==> config.mk <==
export PLATFORM = sky130hd
export DESIGN_NAME = lcps_out_fifo_flat
export DESIGN_NICKNAME = d
export VERILOG_FILES = /design/src/sv/lcps_pkg.sv /design/src/sv/lcps_out_if.sv /design/src/sv/lcps_out_fifo.sv /design/src/flat_wrapper.sv
export SDC_FILE = /design/constraint.sdc
export NUM_CORES = 1
export LEC_CHECK = 0
export BUFFER_PORTS_ARGS = -buffer_cell sky130_fd_sc_hd__buf_2
export CAP_MARGIN = 20
export CORE_MARGIN = 4
export CORE_UTILIZATION = 25
export CTS_CLUSTER_DIAMETER = 60
export CTS_CLUSTER_SIZE = 24
export DETAILED_ROUTE_END_ITERATION = 16
export PLACE_DENSITY = 0.38
export SYNTH_ARGS = -nofsm -noshare
export SYNTH_HDL_FRONTEND = slang
export SYNTH_SLANG_ARGS = --single-unit
export TNS_END_PERCENT = 20
==> constraint.sdc <==
create_clock -name clk -period 2.5 [get_ports clk]
set_input_delay 0.375 -clock clk [delete_from_list [all_inputs] [get_ports clk]]
set_output_delay 0.375 -clock clk [all_outputs]
set_load 0.01 [all_outputs]
==> src/sv/lcps_pkg.sv <==
// ----------------------------------------------------------------------------
// lcps_pkg
// shared constants, types and helpers of the led cube pwm scan generator
// ----------------------------------------------------------------------------
package lcps_pkg;

  // cube geometry
  localparam int NUM_LAYERS     = 8;
  localparam int LEDS_PER_LAYER = 16;
  localparam int NUM_BANKS      = 3;

  localparam int PIXELS      = NUM_LAYERS * LEDS_PER_LAYER;
  localparam int PIX_AW      = $clog2(PIXELS);
  localparam int PIX_W       = 12;
  localparam int DATA_TICKS  = 2 * LEDS_PER_LAYER;
  localparam int BRIGHT_STEPS = 16;
  localparam int LAYER_SHIFT = $clog2(BRIGHT_STEPS);
  localparam int STROBES     = NUM_LAYERS * BRIGHT_STEPS;
  localparam int STROBE_W    = $clog2(STROBES);

  localparam int REMAP_DEPTH = 128;
  localparam int REMAP_AW    = $clog2(REMAP_DEPTH);

  // command queue and result fifo
  localparam int QDEPTH = 4;
  localparam int QAW    = $clog2(QDEPTH);
  localparam int QCNT_W = QAW + 1;
  localparam int ODEPTH = 4;
  localparam int OAW    = $clog2(ODEPTH);
  localparam int OCNT_W = OAW + 1;

  // item modes
  localparam logic [1:0] MODE_TICK  = 2'd0;
  localparam logic [1:0] MODE_PIXEL = 2'd1;
  localparam logic [1:0] MODE_MAP   = 2'd2;

  // channel commands
  localparam logic [4:0] CMD_PLUS  = 5'd16;
  localparam logic [4:0] CMD_MINUS = 5'd17;

  typedef logic [PIX_W-1:0] pixel_t;

  typedef struct packed {
    logic [1:0] kind;
    logic [6:0] pos;
    logic [1:0] bank;
    logic [4:0] red_cmd;
    logic [4:0] green_cmd;
    logic [4:0] blue_cmd;
    logic [6:0] target;
  } op_t;

  typedef struct packed {
    logic       shift_clock;
    logic       red_on;
    logic       green_on;
    logic       blue_on;
    logic       latch;
    logic [7:0] layer_select;
  } res_t;

  // set, saturating step or keep of one 4-bit channel
  function automatic logic [3:0] apply_cmd(input logic [4:0] cmd, input logic [3:0] old);
    logic [3:0] res;
    res = old;
    if (cmd < 5'd16) begin
      res = cmd[3:0];
    end else if (cmd == CMD_PLUS) begin
      res = (old == 4'hf) ? old : old + 4'd1;
    end else if (cmd == CMD_MINUS) begin
      res = (old == 4'h0) ? old : old - 4'd1;
    end
    return res;
  endfunction

endpackage

==> src/sv/lcps_out_if.sv <==
// ----------------------------------------------------------------------------
// lcps_out_if
// result channel: valid/ready handshake with one output word
// ----------------------------------------------------------------------------
interface lcps_out_if;
  logic       valid;
  logic       ready;
  logic       shift_clock;
  logic       red_on;
  logic       green_on;
  logic       blue_on;
  logic       latch;
  logic [7:0] layer_select;

  modport source (
    output valid, shift_clock, red_on, green_on, blue_on, latch, layer_select,
    input  ready
  );
  modport sink (
    input  valid, shift_clock, red_on, green_on, blue_on, latch, layer_select,
    output ready
  );
endinterface

==> src/sv/lcps_out_fifo.sv <==
// ----------------------------------------------------------------------------
// lcps_out_fifo
// small result fifo that parts the scan pipeline from the output handshake
// ----------------------------------------------------------------------------
module lcps_out_fifo (
  input  logic                        clk,
  input  logic                        rst_n,
  input  logic                        push,
  input  lcps_pkg::res_t              push_data,
  output logic [lcps_pkg::OCNT_W-1:0] cnt,
  lcps_out_if.source                  out_ch
);

  lcps_pkg::res_t               mem [lcps_pkg::ODEPTH];
  logic [lcps_pkg::OAW-1:0]     wr_ptr_r, rd_ptr_r;
  logic [lcps_pkg::OCNT_W-1:0]  cnt_r, cnt_nxt;
  logic                         pop;
  lcps_pkg::res_t               head;

  assign pop = out_ch.valid && out_ch.ready;

  always_comb begin
    cnt_nxt = cnt_r;
    if (push && !pop) begin
      cnt_nxt = cnt_r + 1'b1;
    end else if (!push && pop) begin
      cnt_nxt = cnt_r - 1'b1;
    end
  end

  always_ff @(posedge clk) begin
    if (!rst_n) begin
      wr_ptr_r <= '0;
      rd_ptr_r <= '0;
      cnt_r    <= '0;
    end else begin
      if (push) begin
        wr_ptr_r <= wr_ptr_r + 1'b1;
      end
      if (pop) begin
        rd_ptr_r <= rd_ptr_r + 1'b1;
      end
      cnt_r <= cnt_nxt;
    end
  end

  always_ff @(posedge clk) begin
    if (push) begin
      mem[wr_ptr_r] <= push_data;
    end
  end

  assign head                = mem[rd_ptr_r];
  assign cnt                 = cnt_r;
  assign out_ch.valid        = cnt_r != '0;
  assign out_ch.shift_clock  = head.shift_clock;
  assign out_ch.red_on       = head.red_on;
  assign out_ch.green_on     = head.green_on;
  assign out_ch.blue_on      = head.blue_on;
  assign out_ch.latch        = head.latch;
  assign out_ch.layer_select = head.layer_select;

  a_no_overflow: assert property (@(posedge clk) disable iff (!rst_n)
    push |-> (cnt_r != lcps_pkg::OCNT_W'(lcps_pkg::ODEPTH)))
    else $error("result fifo overflow");

endmodule

==> src/flat_wrapper.sv <==
// flat-port wrapper written by rule: the top's interface ports become plain ports
module lcps_out_fifo_flat 
  (clk, rst_n, push, push_data, cnt, out_ch_valid, out_ch_shift_clock, out_ch_red_on, out_ch_green_on, out_ch_blue_on, out_ch_latch, out_ch_layer_select, out_ch_ready);
  lcps_out_if out_ch_i ();
  input  logic clk;
  input  logic rst_n;
  input  logic push;
  input  lcps_pkg::res_t push_data;
  output logic [lcps_pkg::OCNT_W-1:0] cnt;
  output wire logic [$bits(out_ch_i.valid)-1:0] out_ch_valid;
  output wire logic [$bits(out_ch_i.shift_clock)-1:0] out_ch_shift_clock;
  output wire logic [$bits(out_ch_i.red_on)-1:0] out_ch_red_on;
  output wire logic [$bits(out_ch_i.green_on)-1:0] out_ch_green_on;
  output wire logic [$bits(out_ch_i.blue_on)-1:0] out_ch_blue_on;
  output wire logic [$bits(out_ch_i.latch)-1:0] out_ch_latch;
  output wire logic [$bits(out_ch_i.layer_select)-1:0] out_ch_layer_select;
  input wire logic [$bits(out_ch_i.ready)-1:0] out_ch_ready;
  assign out_ch_valid = out_ch_i.valid;
  assign out_ch_shift_clock = out_ch_i.shift_clock;
  assign out_ch_red_on = out_ch_i.red_on;
  assign out_ch_green_on = out_ch_i.green_on;
  assign out_ch_blue_on = out_ch_i.blue_on;
  assign out_ch_latch = out_ch_i.latch;
  assign out_ch_layer_select = out_ch_i.layer_select;
  assign out_ch_i.ready = out_ch_ready;
  lcps_out_fifo u_core (.clk(clk), .rst_n(rst_n), .push(push), .push_data(push_data), .cnt(cnt), .out_ch(out_ch_i));
endmodule
* Word-level counts from Yosys, hierarchy flattened
Memories as Yosys holds them, arrays and structs flattened. A register that Yosys moved wholly into a read port is not among the register bits.
Index checks and enable logic that the tools add are counted.
** Word-level totals
- Bits in writable memories :: 52
- Input port bits :: 17
- Logic and storage cells :: 21
- Register bits :: 7
- Output and inout port bits :: 17
- Memories :: 1
** Operators by class
- Multiplexer cells :: 6
- Reductions and logical operators :: 7
- $add $sub $neg :: 4
** Memories
- u_core.mem :: words 4, width 13, rd ports 1, clocked after memory_dff 1, write ports 1, line lcps_out_fifo.sv:14 : lcps_pkg::res_t mem [lcps_pkg::ODEPTH];
** Operators with widths (count)
- $mux 3 :: 2
- $add 2x1->2 const B :: 2
- $mux 2 :: 2
- $add 3x1->3 const B :: 1
- $logic_and 1x1->1 :: 3
- $reduce_bool 3->1 :: 1
- $sub 3x1->3 const B :: 1
- $logic_not 1->1 :: 2
- $mux 1 :: 2
- $reduce_bool 2->1 :: 1

* Longest topological paths before layout
- Word-level depth :: 5
- Depth in mapped cells :: 7
- Mapped depth without buffers :: 7

* Worst setup path after synthesis
No wires, ideal clock.
- Path type :: register to register
- Start point :: register u_core.cnt_r, in the netlist u_core.cnt[0]
- End point :: register u_core.cnt_r, in the netlist u_core.cnt[2]
- Library setup time :: 70 ps
- Data arrival time :: 1853 ps
- Period minus slack after synthesis :: 1923 ps
- Cell stages (with the launch flop) :: 8
- Buffers on the path :: 0
- Slack :: 577 ps
- Data required time :: 2430 ps
- Path through :: dfxtp_1 o31ai_4 ha_1 inv_1 fa_1 xor2_1 or3_1 a21boi_1
** Between the ends
- Word-level cells in the longest chain between the ends :: 5
- Elaborated cells between the ends (all ways) :: 10
- Classes of those cells :: add/sub: 2; mux: 2; reduce/logical: 6
** Ends and longest elaborated chain
- start, declared :: line lcps_out_fifo.sv:16 : logic [lcps_pkg::OCNT_W-1:0] cnt_r, cnt_nxt;
- start signal, assigned :: line lcps_out_fifo.sv:43 : cnt_r <= cnt_nxt;
- branches (longest 5 deep; another with $sub 3x1->3)
Parallel ways; which one is timed is not known. The select of a mux whose other input is x is not followed.
A chain may end at the register's enable or synchronous reset.

==> run summary <==
Timing
* 2.046 ns — shortest clock period the worst path allows after layout
* 488.9 MHz — top achievable clock speed
* 49.18% — max-slew headroom at the worst pin
* 0 — Final Hold Viols
* 81.82% — ratio of final minimum period to clock period
* 0.007372 ns — Fin Clk Skew
* 0.4544 ns — slack of the critical path
* 0 ns — summed negative setup slack over all endpoints
* 0 — Pins Over Slew Limit
* 0 — final setup violating endpoints
* false — setup repair after global routing missed its margin
* 0.7624 ns — transition time at the pin with the least slew margin

Pwr
* 1.964 mW — P_int
* 29.9% — part of the total power dissipated in the clock network
* 23.5% — combinational share of power
* 936.7 nW/um^2 — PwrDens
* 1.008 nW — total leakage power
* 0.7141 mW — Psw
* 46.6% — power share of the sequential group
* 350.2 uV — IR drop worst, VDD
* 26.66% — fraction of power spent switching nets

Min path
* in -> reg — type of the most critical hold path

Logic synthesis
* 21.57 um^2 — Avg Synthesized Cell Area
* sky130_fd_sc_hd__edfxtp_1 — cell taking the most area after synthesis
* 0 — synthesis warning total
* sky130_fd_sc_hd__edfxtp_1 66%, sky130_fd_sc_hd__mux4_2 9.6%, sky130_fd_sc_hd__dfxtp_1 7.7% — ranking of synthesized cells by area
* 74.08% — register area share after synthesis
* 0% — share of synthesized registers carrying an async set or reset
* sky130_fd_sc_hd__edfxtp_1 — most used flip-flop cell after synthesis
* 61 — synthesized flop and latch total
* 52 — EDFF count, synth
* 52 x sky130_fd_sc_hd__edfxtp_1, 10 x sky130_fd_sc_hd__mux4_2, 9 x sky130_fd_sc_hd__and2_1, 9 x sky130_fd_sc_hd__dfxtp_1, 5 x sky130_fd_sc_hd__ha_1 — Synth top cells by count
* 109 — Synth Instances
* 2351 um^2 — post-synth design cell area
* 132 — total nets after synthesis
* sky130_fd_sc_hd__edfxtp_1 — most common cell in the netlist
* 19 — count of unique library cells instantiated by Yosys
* 66.42% — portion of synthesized cell area occupied by the leading cell type

Run
* 0 — total of max-cap violations

Setup path
* 13 — Worst Path Max Fanout
* 2.12 ns — data required time of the critical path
* reg -> out — critical path start-end classification
* output pin — kind of end point of the critical path
* 0.61 ns — Worst path max stage delay
* sky130_fd_sc_hd__mux4_1 — Worst path slowest cell
* flop — startpoint type of the worst setup path
* buf_4 -> mux4_1 -> buf_2 — sequence of cells on the critical path
* 1.67 ns — worst endpoint data arrival time

CTS
* built — clock tree from TritonCTS
* sky130_fd_sc_hd__clkbuf_8 — root buffer selected by CTS
* 0 — hold-fix buffers at CTS
* 0.33 ns — clock network latency to the later pin of the worst-skew pair
* 61 — clock tree sinks
* 0.07 ns — Clk pin slew, worst setup/hold paths
* 9 — total clock buffers created by CTS
* 0 — number of setup buffers added after CTS
* 3 — number of levels in the clock H-tree
* 2 — CTS Buffer Depth
* 0 — count of instances resized after the clock tree is built

Place
* 0.6579 — weighted congestion reported at the end of routability-driven placement
* 2738 um — dpl hpwl
* 33 — Port Buffers
* 0.5016 ns — Place WS
* 256 — post-placement cell count

Detailed routing
* 1148 — vias after detailed routing
* 4332 um — total wire length
* 23 — iteration-0 DRC count of the detailed router
* 4.221 — Avg Vias per Cell
* 4 — DRT Pass-1 Iters
* 0 — Post-DRT Antenna Nets
* 0 — Remaining DRCs
* 15.93 um — routed wire length per instance

GRT
* 1 — initial antenna violation count
* 14 — pin count of the biggest net entering global routing
* 7031 um — wire length of the first global-routing pass
* 0 — GRT overflow
* 1304 — number of global-route vias before repair
* 8.732% — overall global routing resource usage

Floorplan
* 34 — Top Ports
* 25.56% — starting utilization of the core area
* 11020 um^2 — area of the die
* 9196 um^2 — core area
* 105.0 um — height of the chip
* 105.0 um — Die Wd
* 35 — Site Rows

Cells and area
* 0 — Antenna Cells
* 272 — final standard cell count with taps included and fillers excluded
* 31.09% — end-of-flow core utilization
* 38.51% — share of cells above drive strength 1
* 915 — fill cell total of the finished layout
* 179 — Layout Nets
* 21.61% — Area Growth Syn to Fin

Outcome
* finished clean — outcome

## metal layers
| metal | vias to the layer above | global-route usage (%) | share of wire [%] |
|---|---|---|---|
| met4 | 2 | 4.499 | 2.3 |
| met3 | 9 | 4.015 | 6.6 |
| met2 | 34 | 13.75 | 48 |
| met5 | - | 0 | 0.30 |
| met1 | 575 | 9.937 | 43 |
| li1 | 528 | - | - |
## worst max-delay path: cells and delay by family (launching register included)
| kind | cells | cell delay [ns] |
|---|---|---|
| muxes | 1 | 0.61 |
| DFF | 1 | 0.30 |
| buffers and inverters | 2 | 0.43 |
## metrics by stage
| step | power [mW] | area [um^2] | hold WS, ns |
|---|---|---|---|
| floorplan | 1.695 | 2351 | 0.4739 |
| global placement | 1.903 | 2676 | 0.5444 |
| detailed placement | 1.923 | 2676 | 0.5766 |
| CTS | 2.738 | 2859 | 0.2378 |
| global route | 2.839 | 2859 | 0.2451 |
| finish | 2.678 | 2859 | 0.2574 |
## power groups by stage
stage	Combinational (mW)	Sequential, mW	Clock (mW)
CTS	0.654	1.25	0.834
finish	0.630	1.25	0.800
floorplan	0.416	1.28	0
global placement	0.640	1.26	0
global route	0.693	1.26	0.884
detailed placement	0.652	1.27	0
## placed cells by master, fill, tap and decap left out, types with 4 or more instances in the layout
| master | Yosys | final |
|---|---|---|
| sky130_fd_sc_hd__clkbuf_1 | 0 | 4 |
| sky130_fd_sc_hd__mux4_2 | 10 | 10 |
| sky130_fd_sc_hd__edfxtp_1 | 52 | 52 |
| sky130_fd_sc_hd__and2_1 | 9 | 9 |
| sky130_fd_sc_hd__clkbuf_8 | 0 | 10 |
| sky130_fd_sc_hd__ha_1 | 5 | 5 |
| sky130_fd_sc_hd__dfxtp_1 | 9 | 9 |
| sky130_fd_sc_hd__buf_4 | 0 | 5 |
| sky130_fd_sc_hd__buf_2 | 1 | 33 |
## layout make-up
type	instances	area (um^2)	share of cell area, %
sequential	61	1742	60.92
multi-input combinational	43	581.8	20.35
timing repair buffer	38	202.7	7.090
clock buffer	15	177.7	6.214
tap	111	138.9	4.858
inverter	3	11.26	0.3939
clock inverter	1	5.005	0.1751
## final timing paths
kind                                     end  cells past startpoint  slack, ns                             from
max                   out_ch_layer_select[4]                      3       0.45                             flop
min               u_core.mem[3][5]$_DFFE_PP_                      1       0.26                     push_data[5]
max reg2reg       u_core.cnt[2]$_SDFFE_PN0P_                      7       0.49       u_core.cnt[0]$_SDFFE_PN0P_
min reg2reg  u_core.wr_ptr_r[1]$_SDFFE_PN0P_                      2       0.57  u_core.wr_ptr_r[1]$_SDFFE_PN0P_
## flip-flops by register name, indices dropped and copies added, names as in the netlist, named ones only
register,count
u_core.rd_ptr_r,2
u_core.cnt,3
u_core.mem,52
u_core.wr_ptr_r,2
## cell families after synthesis
family,after synthesis,synth area share [%]
AND/OR/NAND/NOR,13,3.459
adder cells (fa/ha/maj),6,3.513
flip-flops,61,74.08
multiplexers,15,13.78
buffers and inverters,5,1.171
XOR/XNOR,5,1.863
AO/OA/AOI/OAI,4,2.129
No activity file was read; power rests on OpenSTA's default activity.
