File: src/sv/lcps_pkg.sv
// ----------------------------------------------------------------------------
// lcps_pkg
// shared constants, types and helpers of the led cube pwm scan generator
// ----------------------------------------------------------------------------
package lcps_pkg;

  // cube geometry
  localparam int NUM_LAYERS     = 8;
  localparam int LEDS_PER_LAYER = 16;
  localparam int NUM_BANKS      = 3;

  localparam int PIXELS      = NUM_LAYERS * LEDS_PER_LAYER;
  localparam int PIX_AW      = $clog2(PIXELS);
  localparam int PIX_W       = 12;
  localparam int DATA_TICKS  = 2 * LEDS_PER_LAYER;
  localparam int BRIGHT_STEPS = 16;
  localparam int LAYER_SHIFT = $clog2(BRIGHT_STEPS);
  localparam int STROBES     = NUM_LAYERS * BRIGHT_STEPS;
  localparam int STROBE_W    = $clog2(STROBES);

  localparam int REMAP_DEPTH = 128;
  localparam int REMAP_AW    = $clog2(REMAP_DEPTH);

  // command queue and result fifo
  localparam int QDEPTH = 4;
  localparam int QAW    = $clog2(QDEPTH);
  localparam int QCNT_W = QAW + 1;
  localparam int ODEPTH = 4;
  localparam int OAW    = $clog2(ODEPTH);
  localparam int OCNT_W = OAW + 1;

  // item modes
  localparam logic [1:0] MODE_TICK  = 2'd0;
  localparam logic [1:0] MODE_PIXEL = 2'd1;
  localparam logic [1:0] MODE_MAP   = 2'd2;

  // channel commands
  localparam logic [4:0] CMD_PLUS  = 5'd16;
  localparam logic [4:0] CMD_MINUS = 5'd17;

  typedef logic [PIX_W-1:0] pixel_t;

  typedef struct packed {
    logic [1:0] kind;
    logic [6:0] pos;
    logic [1:0] bank;
    logic [4:0] red_cmd;
    logic [4:0] green_cmd;
    logic [4:0] blue_cmd;
    logic [6:0] target;
  } op_t;

  typedef struct packed {
    logic       shift_clock;
    logic       red_on;
    logic       green_on;
    logic       blue_on;
    logic       latch;
    logic [7:0] layer_select;
  } res_t;

  // set, saturating step or keep of one 4-bit channel
  function automatic logic [3:0] apply_cmd(input logic [4:0] cmd, input logic [3:0] old);
    logic [3:0] res;
    res = old;
    if (cmd < 5'd16) begin
      res = cmd[3:0];
    end else if (cmd == CMD_PLUS) begin
      res = (old == 4'hf) ? old : old + 4'd1;
    end else if (cmd == CMD_MINUS) begin
      res = (old == 4'h0) ? old : old - 4'd1;
    end
    return res;
  endfunction

endpackage

File: src/sv/lcps_in_if.sv
// ----------------------------------------------------------------------------
// lcps_in_if
// input item channel: valid/ready handshake with the item fields
// ----------------------------------------------------------------------------
interface lcps_in_if;
  logic       valid;
  logic       ready;
  logic [1:0] mode;
  logic [2:0] layer;
  logic [1:0] column;
  logic [1:0] row;
  logic [1:0] bank;
  logic [4:0] red_cmd;
  logic [4:0] green_cmd;
  logic [4:0] blue_cmd;
  logic [6:0] map_target;

  modport source (
    output valid, mode, layer, column, row, bank, red_cmd, green_cmd, blue_cmd, map_target,
    input  ready
  );
  modport sink (
    input  valid, mode, layer, column, row, bank, red_cmd, green_cmd, blue_cmd, map_target,
    output ready
  );
endinterface

File: src/sv/lcps_front.sv
// ----------------------------------------------------------------------------
// lcps_front
// accepts items, drops the ignored ones and queues the rest as operations
// ----------------------------------------------------------------------------
module lcps_front (
  input  logic             clk,
  input  logic             rst_n,
  input  logic             hold,
  lcps_in_if.sink          in_ch,
  output logic             q_valid,
  output lcps_pkg::op_t    q_op,
  input  logic             q_pop
);

  lcps_pkg::op_t              q_mem [lcps_pkg::QDEPTH];
  logic [lcps_pkg::QAW-1:0]   wr_ptr_r, wr_ptr_nxt;
  logic [lcps_pkg::QAW-1:0]   rd_ptr_r, rd_ptr_nxt;
  logic [lcps_pkg::QCNT_W-1:0] cnt_r, cnt_nxt;
  logic                       accept;
  logic                       keep;
  logic                       layer_ok;
  logic                       push;
  lcps_pkg::op_t              op_in;

  assign in_ch.ready = !hold && (cnt_r != lcps_pkg::QCNT_W'(lcps_pkg::QDEPTH));
  assign accept      = in_ch.valid && in_ch.ready;

  // classify
  always_comb begin
    layer_ok = int'(in_ch.layer) < lcps_pkg::NUM_LAYERS;
    unique case (in_ch.mode)
      lcps_pkg::MODE_TICK:  keep = 1'b1;
      lcps_pkg::MODE_PIXEL: keep = layer_ok && (int'(in_ch.bank) < lcps_pkg::NUM_BANKS);
      lcps_pkg::MODE_MAP:   keep = layer_ok;
      default:              keep = 1'b0;
    endcase
    op_in.kind      = in_ch.mode;
    op_in.pos       = {in_ch.layer, in_ch.column, in_ch.row};
    op_in.bank      = in_ch.bank;
    op_in.red_cmd   = in_ch.red_cmd;
    op_in.green_cmd = in_ch.green_cmd;
    op_in.blue_cmd  = in_ch.blue_cmd;
    op_in.target    = in_ch.map_target;
  end

  assign push = accept && keep;

  always_comb begin
    wr_ptr_nxt = push  ? wr_ptr_r + 1'b1 : wr_ptr_r;
    rd_ptr_nxt = q_pop ? rd_ptr_r + 1'b1 : rd_ptr_r;
    cnt_nxt    = cnt_r;
    if (push && !q_pop) begin
      cnt_nxt = cnt_r + 1'b1;
    end else if (!push && q_pop) begin
      cnt_nxt = cnt_r - 1'b1;
    end
  end

  always_ff @(posedge clk) begin
    if (!rst_n) begin
      wr_ptr_r <= '0;
      rd_ptr_r <= '0;
      cnt_r    <= '0;
    end else begin
      wr_ptr_r <= wr_ptr_nxt;
      rd_ptr_r <= rd_ptr_nxt;
      cnt_r    <= cnt_nxt;
    end
  end

  always_ff @(posedge clk) begin
    if (push) begin
      q_mem[wr_ptr_r] <= op_in;
    end
  end

  assign q_valid = cnt_r != '0;
  assign q_op    = q_mem[rd_ptr_r];

  a_pop_needs_entry: assert property (@(posedge clk) disable iff (!rst_n)
    q_pop |-> q_valid)
    else $error("queue popped while empty");

  a_cnt_bound: assert property (@(posedge clk) disable iff (!rst_n)
    cnt_r <= lcps_pkg::QCNT_W'(lcps_pkg::QDEPTH))
    else $error("queue count above depth");

endmodule

File: src/flat_wrapper.sv
// flat-port wrapper written by rule: the top's interface ports become plain ports
module lcps_front_flat 
  (clk, rst_n, hold, q_valid, q_op, q_pop, in_ch_valid, in_ch_mode, in_ch_layer, in_ch_column, in_ch_row, in_ch_bank, in_ch_red_cmd, in_ch_green_cmd, in_ch_blue_cmd, in_ch_map_target, in_ch_ready);
  lcps_in_if in_ch_i ();
  input  logic clk;
  input  logic rst_n;
  input  logic hold;
  output logic q_valid;
  output lcps_pkg::op_t q_op;
  input  logic q_pop;
  input wire logic [$bits(in_ch_i.valid)-1:0] in_ch_valid;
  input wire logic [$bits(in_ch_i.mode)-1:0] in_ch_mode;
  input wire logic [$bits(in_ch_i.layer)-1:0] in_ch_layer;
  input wire logic [$bits(in_ch_i.column)-1:0] in_ch_column;
  input wire logic [$bits(in_ch_i.row)-1:0] in_ch_row;
  input wire logic [$bits(in_ch_i.bank)-1:0] in_ch_bank;
  input wire logic [$bits(in_ch_i.red_cmd)-1:0] in_ch_red_cmd;
  input wire logic [$bits(in_ch_i.green_cmd)-1:0] in_ch_green_cmd;
  input wire logic [$bits(in_ch_i.blue_cmd)-1:0] in_ch_blue_cmd;
  input wire logic [$bits(in_ch_i.map_target)-1:0] in_ch_map_target;
  output wire logic [$bits(in_ch_i.ready)-1:0] in_ch_ready;
  assign in_ch_i.valid = in_ch_valid;
  assign in_ch_i.mode = in_ch_mode;
  assign in_ch_i.layer = in_ch_layer;
  assign in_ch_i.column = in_ch_column;
  assign in_ch_i.row = in_ch_row;
  assign in_ch_i.bank = in_ch_bank;
  assign in_ch_i.red_cmd = in_ch_red_cmd;
  assign in_ch_i.green_cmd = in_ch_green_cmd;
  assign in_ch_i.blue_cmd = in_ch_blue_cmd;
  assign in_ch_i.map_target = in_ch_map_target;
  assign in_ch_ready = in_ch_i.ready;
  lcps_front u_core (.clk(clk), .rst_n(rst_n), .hold(hold), .in_ch(in_ch_i), .q_valid(q_valid), .q_op(q_op), .q_pop(q_pop));
endmodule
File: config.mk
export PLATFORM = sky130hd
export DESIGN_NAME = lcps_front_flat
export DESIGN_NICKNAME = d
export VERILOG_FILES = /design/src/sv/lcps_pkg.sv /design/src/sv/lcps_in_if.sv /design/src/sv/lcps_front.sv /design/src/flat_wrapper.sv
export SDC_FILE = /design/constraint.sdc
export NUM_CORES = 1
export LEC_CHECK = 0
export BUFFER_PORTS_ARGS = -buffer_cell sky130_fd_sc_hd__clkbuf_2
export CORE_ASPECT_RATIO = 2
export CORE_MARGIN = 10
export CORE_UTILIZATION = 45
export DETAILED_ROUTE_END_ITERATION = 10
export PLACE_DENSITY = 0.67
export SYNTH_ARGS = -nofsm -noshare
export SYNTH_HDL_FRONTEND = slang
export SYNTH_SLANG_ARGS = --single-unit
File: constraint.sdc
create_clock -name clk -period 3 [get_ports clk]
set_input_delay 0.3 -clock clk [delete_from_list [all_inputs] [get_ports clk]]
set_output_delay 0.3 -clock clk [all_outputs]
set_load 0.01 [all_outputs]
# [Word level (Yosys, flattened, before mapping)]
# Memory sizes are Yosys's and may differ from the RTL's. A register that Yosys moved wholly into a read port is not among the register bits.
# Cells that the tools add are included.
[totals] regBits=7 output_inout_bits=35 in_bits=38 n_memories=1 word_cells=31 mem_bits_rw=132
[memory_table] memory="u_core.q_mem" depth=4 word_bits=33 read_ports=1 rd_ports_with_merged_regs=1 wr=1 line_no="lcps_front.sv:15" rtl="lcps_pkg::op_t q_mem [lcps_pkg::QDEPTH];"
[op_classes] n_addsub=4 mux=7 n_reduce_logical=12 n_eq_ne=3 magnitude_cmp=1
[ops] operator="2-to-1 mux 3 bit" n=2
[ops] operator="logical AND 1 bit" n=5
[ops] operator="adder 2 x 1 -> 2 bit (second input constant)" n=2
[ops] operator="2-to-1 mux 2 bit" n=2
[ops] operator="adder 3 x 1 -> 3 bit (second input constant)" n=1
[ops] operator="zero test 1 bit" n=3
[ops] operator="inequality test 3 bit (second input constant)" n=1
[ops] operator="nonzero test 3 bit" n=1
[ops] operator="subtractor 3 x 1 -> 3 bit (second input constant)" n=1
[ops] operator="equality test 2 x 1 -> 1 bit (second input constant)" n=1
[ops] operator="equality test 2 bit (second input constant)" n=1
[ops] operator="zero test 2 bit" n=1
[ops] operator="less-than comparator 2 bit (second input constant)" n=1
[ops] operator="2-to-1 mux 1 bit" n=2
[ops] operator="case mux 1 bit (2 select lines)" n=1
[ops] operator="nonzero test 2 bit" n=1
[ops] operator="OR reduction 2 bit" n=1

# [Depth between registers and ports, before layout]
[logic_depth] word_depth=8 mapped_depth=8 ltp_nobuf=8

# [Worst setup path after synthesis]
# No wires, ideal clock.
[synth_path] path_type="register to register" from="register u_core.cnt_r[0] (netlist bit)" to="register u_core.cnt_r[2] (netlist bit)" synth_period_minus_slack_ps=2174 required_ps=2924 setup_ps=76 slack_ps=826 n_path_buf=0 t_arrival_ps=2098 path_stages_with_launch=9 path_cell_list="dfxtp_1 > nor2_1 > a221oi_4 > ha_1 > inv_1 > fa_1 > xor2_1 > or3_1 > a21boi_0"
[synth_via] elab_chain_len=7 elab_cells_between_ends=12 cone_classes="2 x add/sub; 1 x eq/ne; 2 x mux; 7 x reduce/logical"
[synth_lines] item="from (decl)" line_no="lcps_front.sv:18" rtl="logic [lcps_pkg::QCNT_W-1:0] cnt_r, cnt_nxt;"
[synth_lines] item="from (signal assigned)" line_no="lcps_front.sv:67" rtl="cnt_r <= cnt_nxt;"
[synth_lines] item="inequality test 3 bit *" line_no="lcps_front.sv:25" rtl="assign in_ch.ready = !hold && (cnt_r != lcps_pkg::QCNT_W'(lcps_pkg::QDEPTH));"
[synth_lines] item="logical AND 1 bit *" line_no="lcps_front.sv:25"
[synth_lines] item="logical AND 1 bit *" line_no="lcps_front.sv:26" rtl="assign accept = in_ch.valid && in_ch.ready;"
[synth_lines] item="logical AND 1 bit *" line_no="lcps_front.sv:46" rtl="assign push = accept && keep;"
[synth_lines] item="named net u_core.push" line_no="lcps_front.sv:22" rtl="logic push;"
[synth_lines] item="zero test 1 bit" line_no="lcps_front.sv:54" rtl="end else if (!push && q_pop) begin"
[synth_lines] item="logical AND 1 bit" line_no="lcps_front.sv:54"
[synth_lines] item="nonzero test 2 bit (no source line)"
# The timed path passes the listed nets; every way through them passes the cells marked *. The select of a mux whose other input is x is not followed.
# A chain may end at the register's enable or synchronous reset.

==> run_results.csv <==
group,metric,value,unit
clock_tree,clk_pin_slew,50,ps
worst_setup_path,cp.arrival,2150,ps
floorplan,io_pins,73,
worst_setup_path,cp-end-kind,"primary output",
global_route,grt-ovfl-total,0,
synth,synth_common_cells,"edfxtp_1 (132), mux4_2 (30), dfxtp_1 (9), and2_1 (8)",
pwr,vdd_drop_max,511.7,µV
floorplan,num_rows,56,
clock_tree,htreeDepth,4,
clock_tree,cts_inserted_buffers,17,
pwr,power_leakage,2.253,nW
synth,seq_area_frac_synth,78.13,%
flow_run,maxCapViolCount,0,
sta,tightest_slew,887.1,ps
run_status,status,"complete, no violations",
sta,clock_skew,9.829,ps
synth,async_flop_share,0,%
worst_setup_path,cp_max_fo,14,
clock_tree,cts_tree,"done",
worst_setup_path,r2r_slack,600,ps
global_route,grt_pass1_vias,2770,
worst_setup_path,startpoint_type,"flip-flop",
synth,dominantRegCellSynth,"edfxtp_1",
clock_tree,root_buffer,"clkbuf_16",
route,postRouteWirelength,9.531,mm
worst_setup_path,path_class,"reg2out",
global_route,grt_max_degree,34,
sta,hold_viol,0,
floorplan,die_area,16790,µm²
worst_setup_path,slowest_delay,640,ps
clock_tree,clock_path_buffers,2,
route,drtIter0Drc,118,
synth,netlist.area_leader.share,74.73,%
floorplan,core_area,11630,µm²
global_route,grt.total_usage,11.80,%
cells_and_area,antenna_cells,0,
synth,synth.ff_latch_count,141,
clock_tree,cts_setup_buffers,0,
synth,netlist_area,5304,µm²
sta,finalMaxSlewViolations,0,
route,drt_first_pass_iters,6,
clock_tree,cts_sinks,141,
sta,relSlewSlack,40.86,%
clock_tree,cts_repair_resize_count,0,
floorplan,die_x,96.77,µm
route,wl_per_cell,20.32,µm
worst_setup_path,rr_worst_depth,8,
worst_setup_path,r2r-start,"u_core.cnt_r[0]",
synth,synth-edff-count,132,
place,io_buffers,72,
synth,synth.distinct_cells,25,
floorplan,initial_core_util,45.60,%
route,drc,0,
synth,yosys-top-cells-area,"edfxtp_1 (75%), mux4_2 (13%), dfxtp_1 (3.4%)",
route,vias,2442,
min_path,hold_start,"in_ch_red_cmd[4]",
worst_setup_path,critPathRequiredTime,2700,ps
place,hpwl,6.285,mm
worst_setup_path,critPathSlowestCell,"dfxtp_2",
synth,ys_warn_count,0,
route,antenna_left,0,
clock_tree,clock_latency,410,ps
sta,rsz0062_at_grt,"no",
sta,finalSetupTns,0,ps
cells_and_area,nets,356,
sta,finalCritPeriodShare,81.50,%
synth,synth_top_area_cell,"edfxtp_1",
synth,syn-num-nets,267,
pwr,pwr_density_cell,739.4,nW/µm²
route,vias_per_cell,5.207,
global_route,grt_pass1_wl,15.15,mm
sta,holdWs,112.0,ps
sta,setup_viol_count_final,0,
cells_and_area,drive_gt1_share,44.14,%
min_path,hold_class,"in2reg",
sta,timing.fmax,409.0,MHz
worst_setup_path,worstSetupEndpoint,"q_op[28]",
global_route,antenna_found_initial,0,
place,routabilityCongestion,0.6908,
worst_setup_path,path_cells,"buf_4 -> mux4_1 -> clkbuf_2",
cells_and_area,syn_to_final_growth,22.32,%
synth,synthCells,223,
worst_setup_path,rr_endpoint,"u_core.cnt_r[2]",
sta,finalCriticalPeriod,2445,ps
floorplan,die_h,173.5,µm
synth,avgSynthCellArea,23.78,µm²
synth,yosysMostFrequentCell,"edfxtp_1",
clock_tree,postCtsHoldBufs,0,
[report_power, final]
part,switching [mW],total [mW],internal [mW]
Clock,0.724,2.18,1.46
Combinational,0.178,0.364,0.186
Sequential,0.0473,2.25,2.21
Total,0.949,4.80,3.85
[logic make-up after synthesis]
group	share of synthesized area, %
DFF	78.13
AOI/OAI and AO/OA	0.9672
xor gates and xnor gates	0.6607
buffers and inverters	2.052
and+or+nand+nor	1.840
muxes	14.79
adders and majority gates	1.557
[metrics by stage]
stage | std cells | util (%) | setup slack [ps] | area (µm²) | power, mW
4_1_cts | 469 | 55.78 | 446.5 | 6487 | 4.850
6_report | 469 | 55.78 | 554.9 | 6487 | 4.797
5_1_grt | 469 | 55.78 | 390.3 | 6487 | 4.950
3_5_place_dp | 438 | 50.40 | 550.5 | 5862 | 2.672
2_1_floorplan | 223 | - | 826.1 | 5304 | 2.519
3_3_place_gp | 438 | 50.40 | 662.3 | 5862 | 2.659
[flip-flops by register name, summed over array words and instances (netlist names), named ones only]
signal	cells
u_core.cnt_r	3
u_core.q_mem	132
u_core.rd_ptr_r	2
u_core.wr_ptr_r	2
[metal layers]
layer	up-vias	GRT usage (%)	part of all wire, %
met5	-	0	0
met4	0	6.057	2.0
met3	11	3.513	3.3
met2	61	21.86	59
met1	1267	11.27	36
li1	1103	-	-
[cells in the final DEF, fill, tap and decap left out]
cell type and n:
or3_1 2, a21o_1 1, mux2i_1 3, edfxtp_1 132, and2_2 4, buf_4 3
clkinv_2 2, buf_12 4, nor2_1 1, mux4_2 30, a21oi_1 1, o21ai_0 1
clkinvlp_4 1, xnor2_1 2, clkinv_1 4, mux4_1 3, nand2_1 5, and2_1 4
nand2b_1 1, a21boi_0 1, dfxtp_2 2, clkbuf_16 17, inv_1 4, fa_1 1
clkinv_4 2, ha_1 5, nor2b_1 1, a221oi_4 1, xor2_1 2, bufinv_16 5
dfxtp_1 7, clkbuf_2 72
[critical path, delay by kind of cell, from the launching register on]
| family | cells | cell delay [ps] |
|---|---|---|
| multiplexers | 1 | 610 |
| flip-flops | 1 | 640 |
| buffers and inverters | 2 | 490 |
[area by class of cell]
type / count / area, µm²
well taps: 145 / 181.4
inverters: 4 / 15.01
multi-input cells: 69 / 1056
clock buffers: 17 / 425.4
clock inverters: 14 / 200.2
fillers: 935 / 5144
flip-flops and latches: 141 / 4146
repair buffers: 79 / 462.9
[worst min path at each step]
stage,endpoint,slack (ps),depth (start not counted)
floorplan,u_core.q_mem[0][0],400,0
global placement,u_core.wr_ptr_r[1],480,2
detailed placement,u_core.wr_ptr_r[0],490,2
CTS,u_core.q_mem[0][21],100,1
global route,u_core.q_mem[0][4],100,1
finish,u_core.q_mem[0][21],110,1
(Power assumes the default switching activity.)
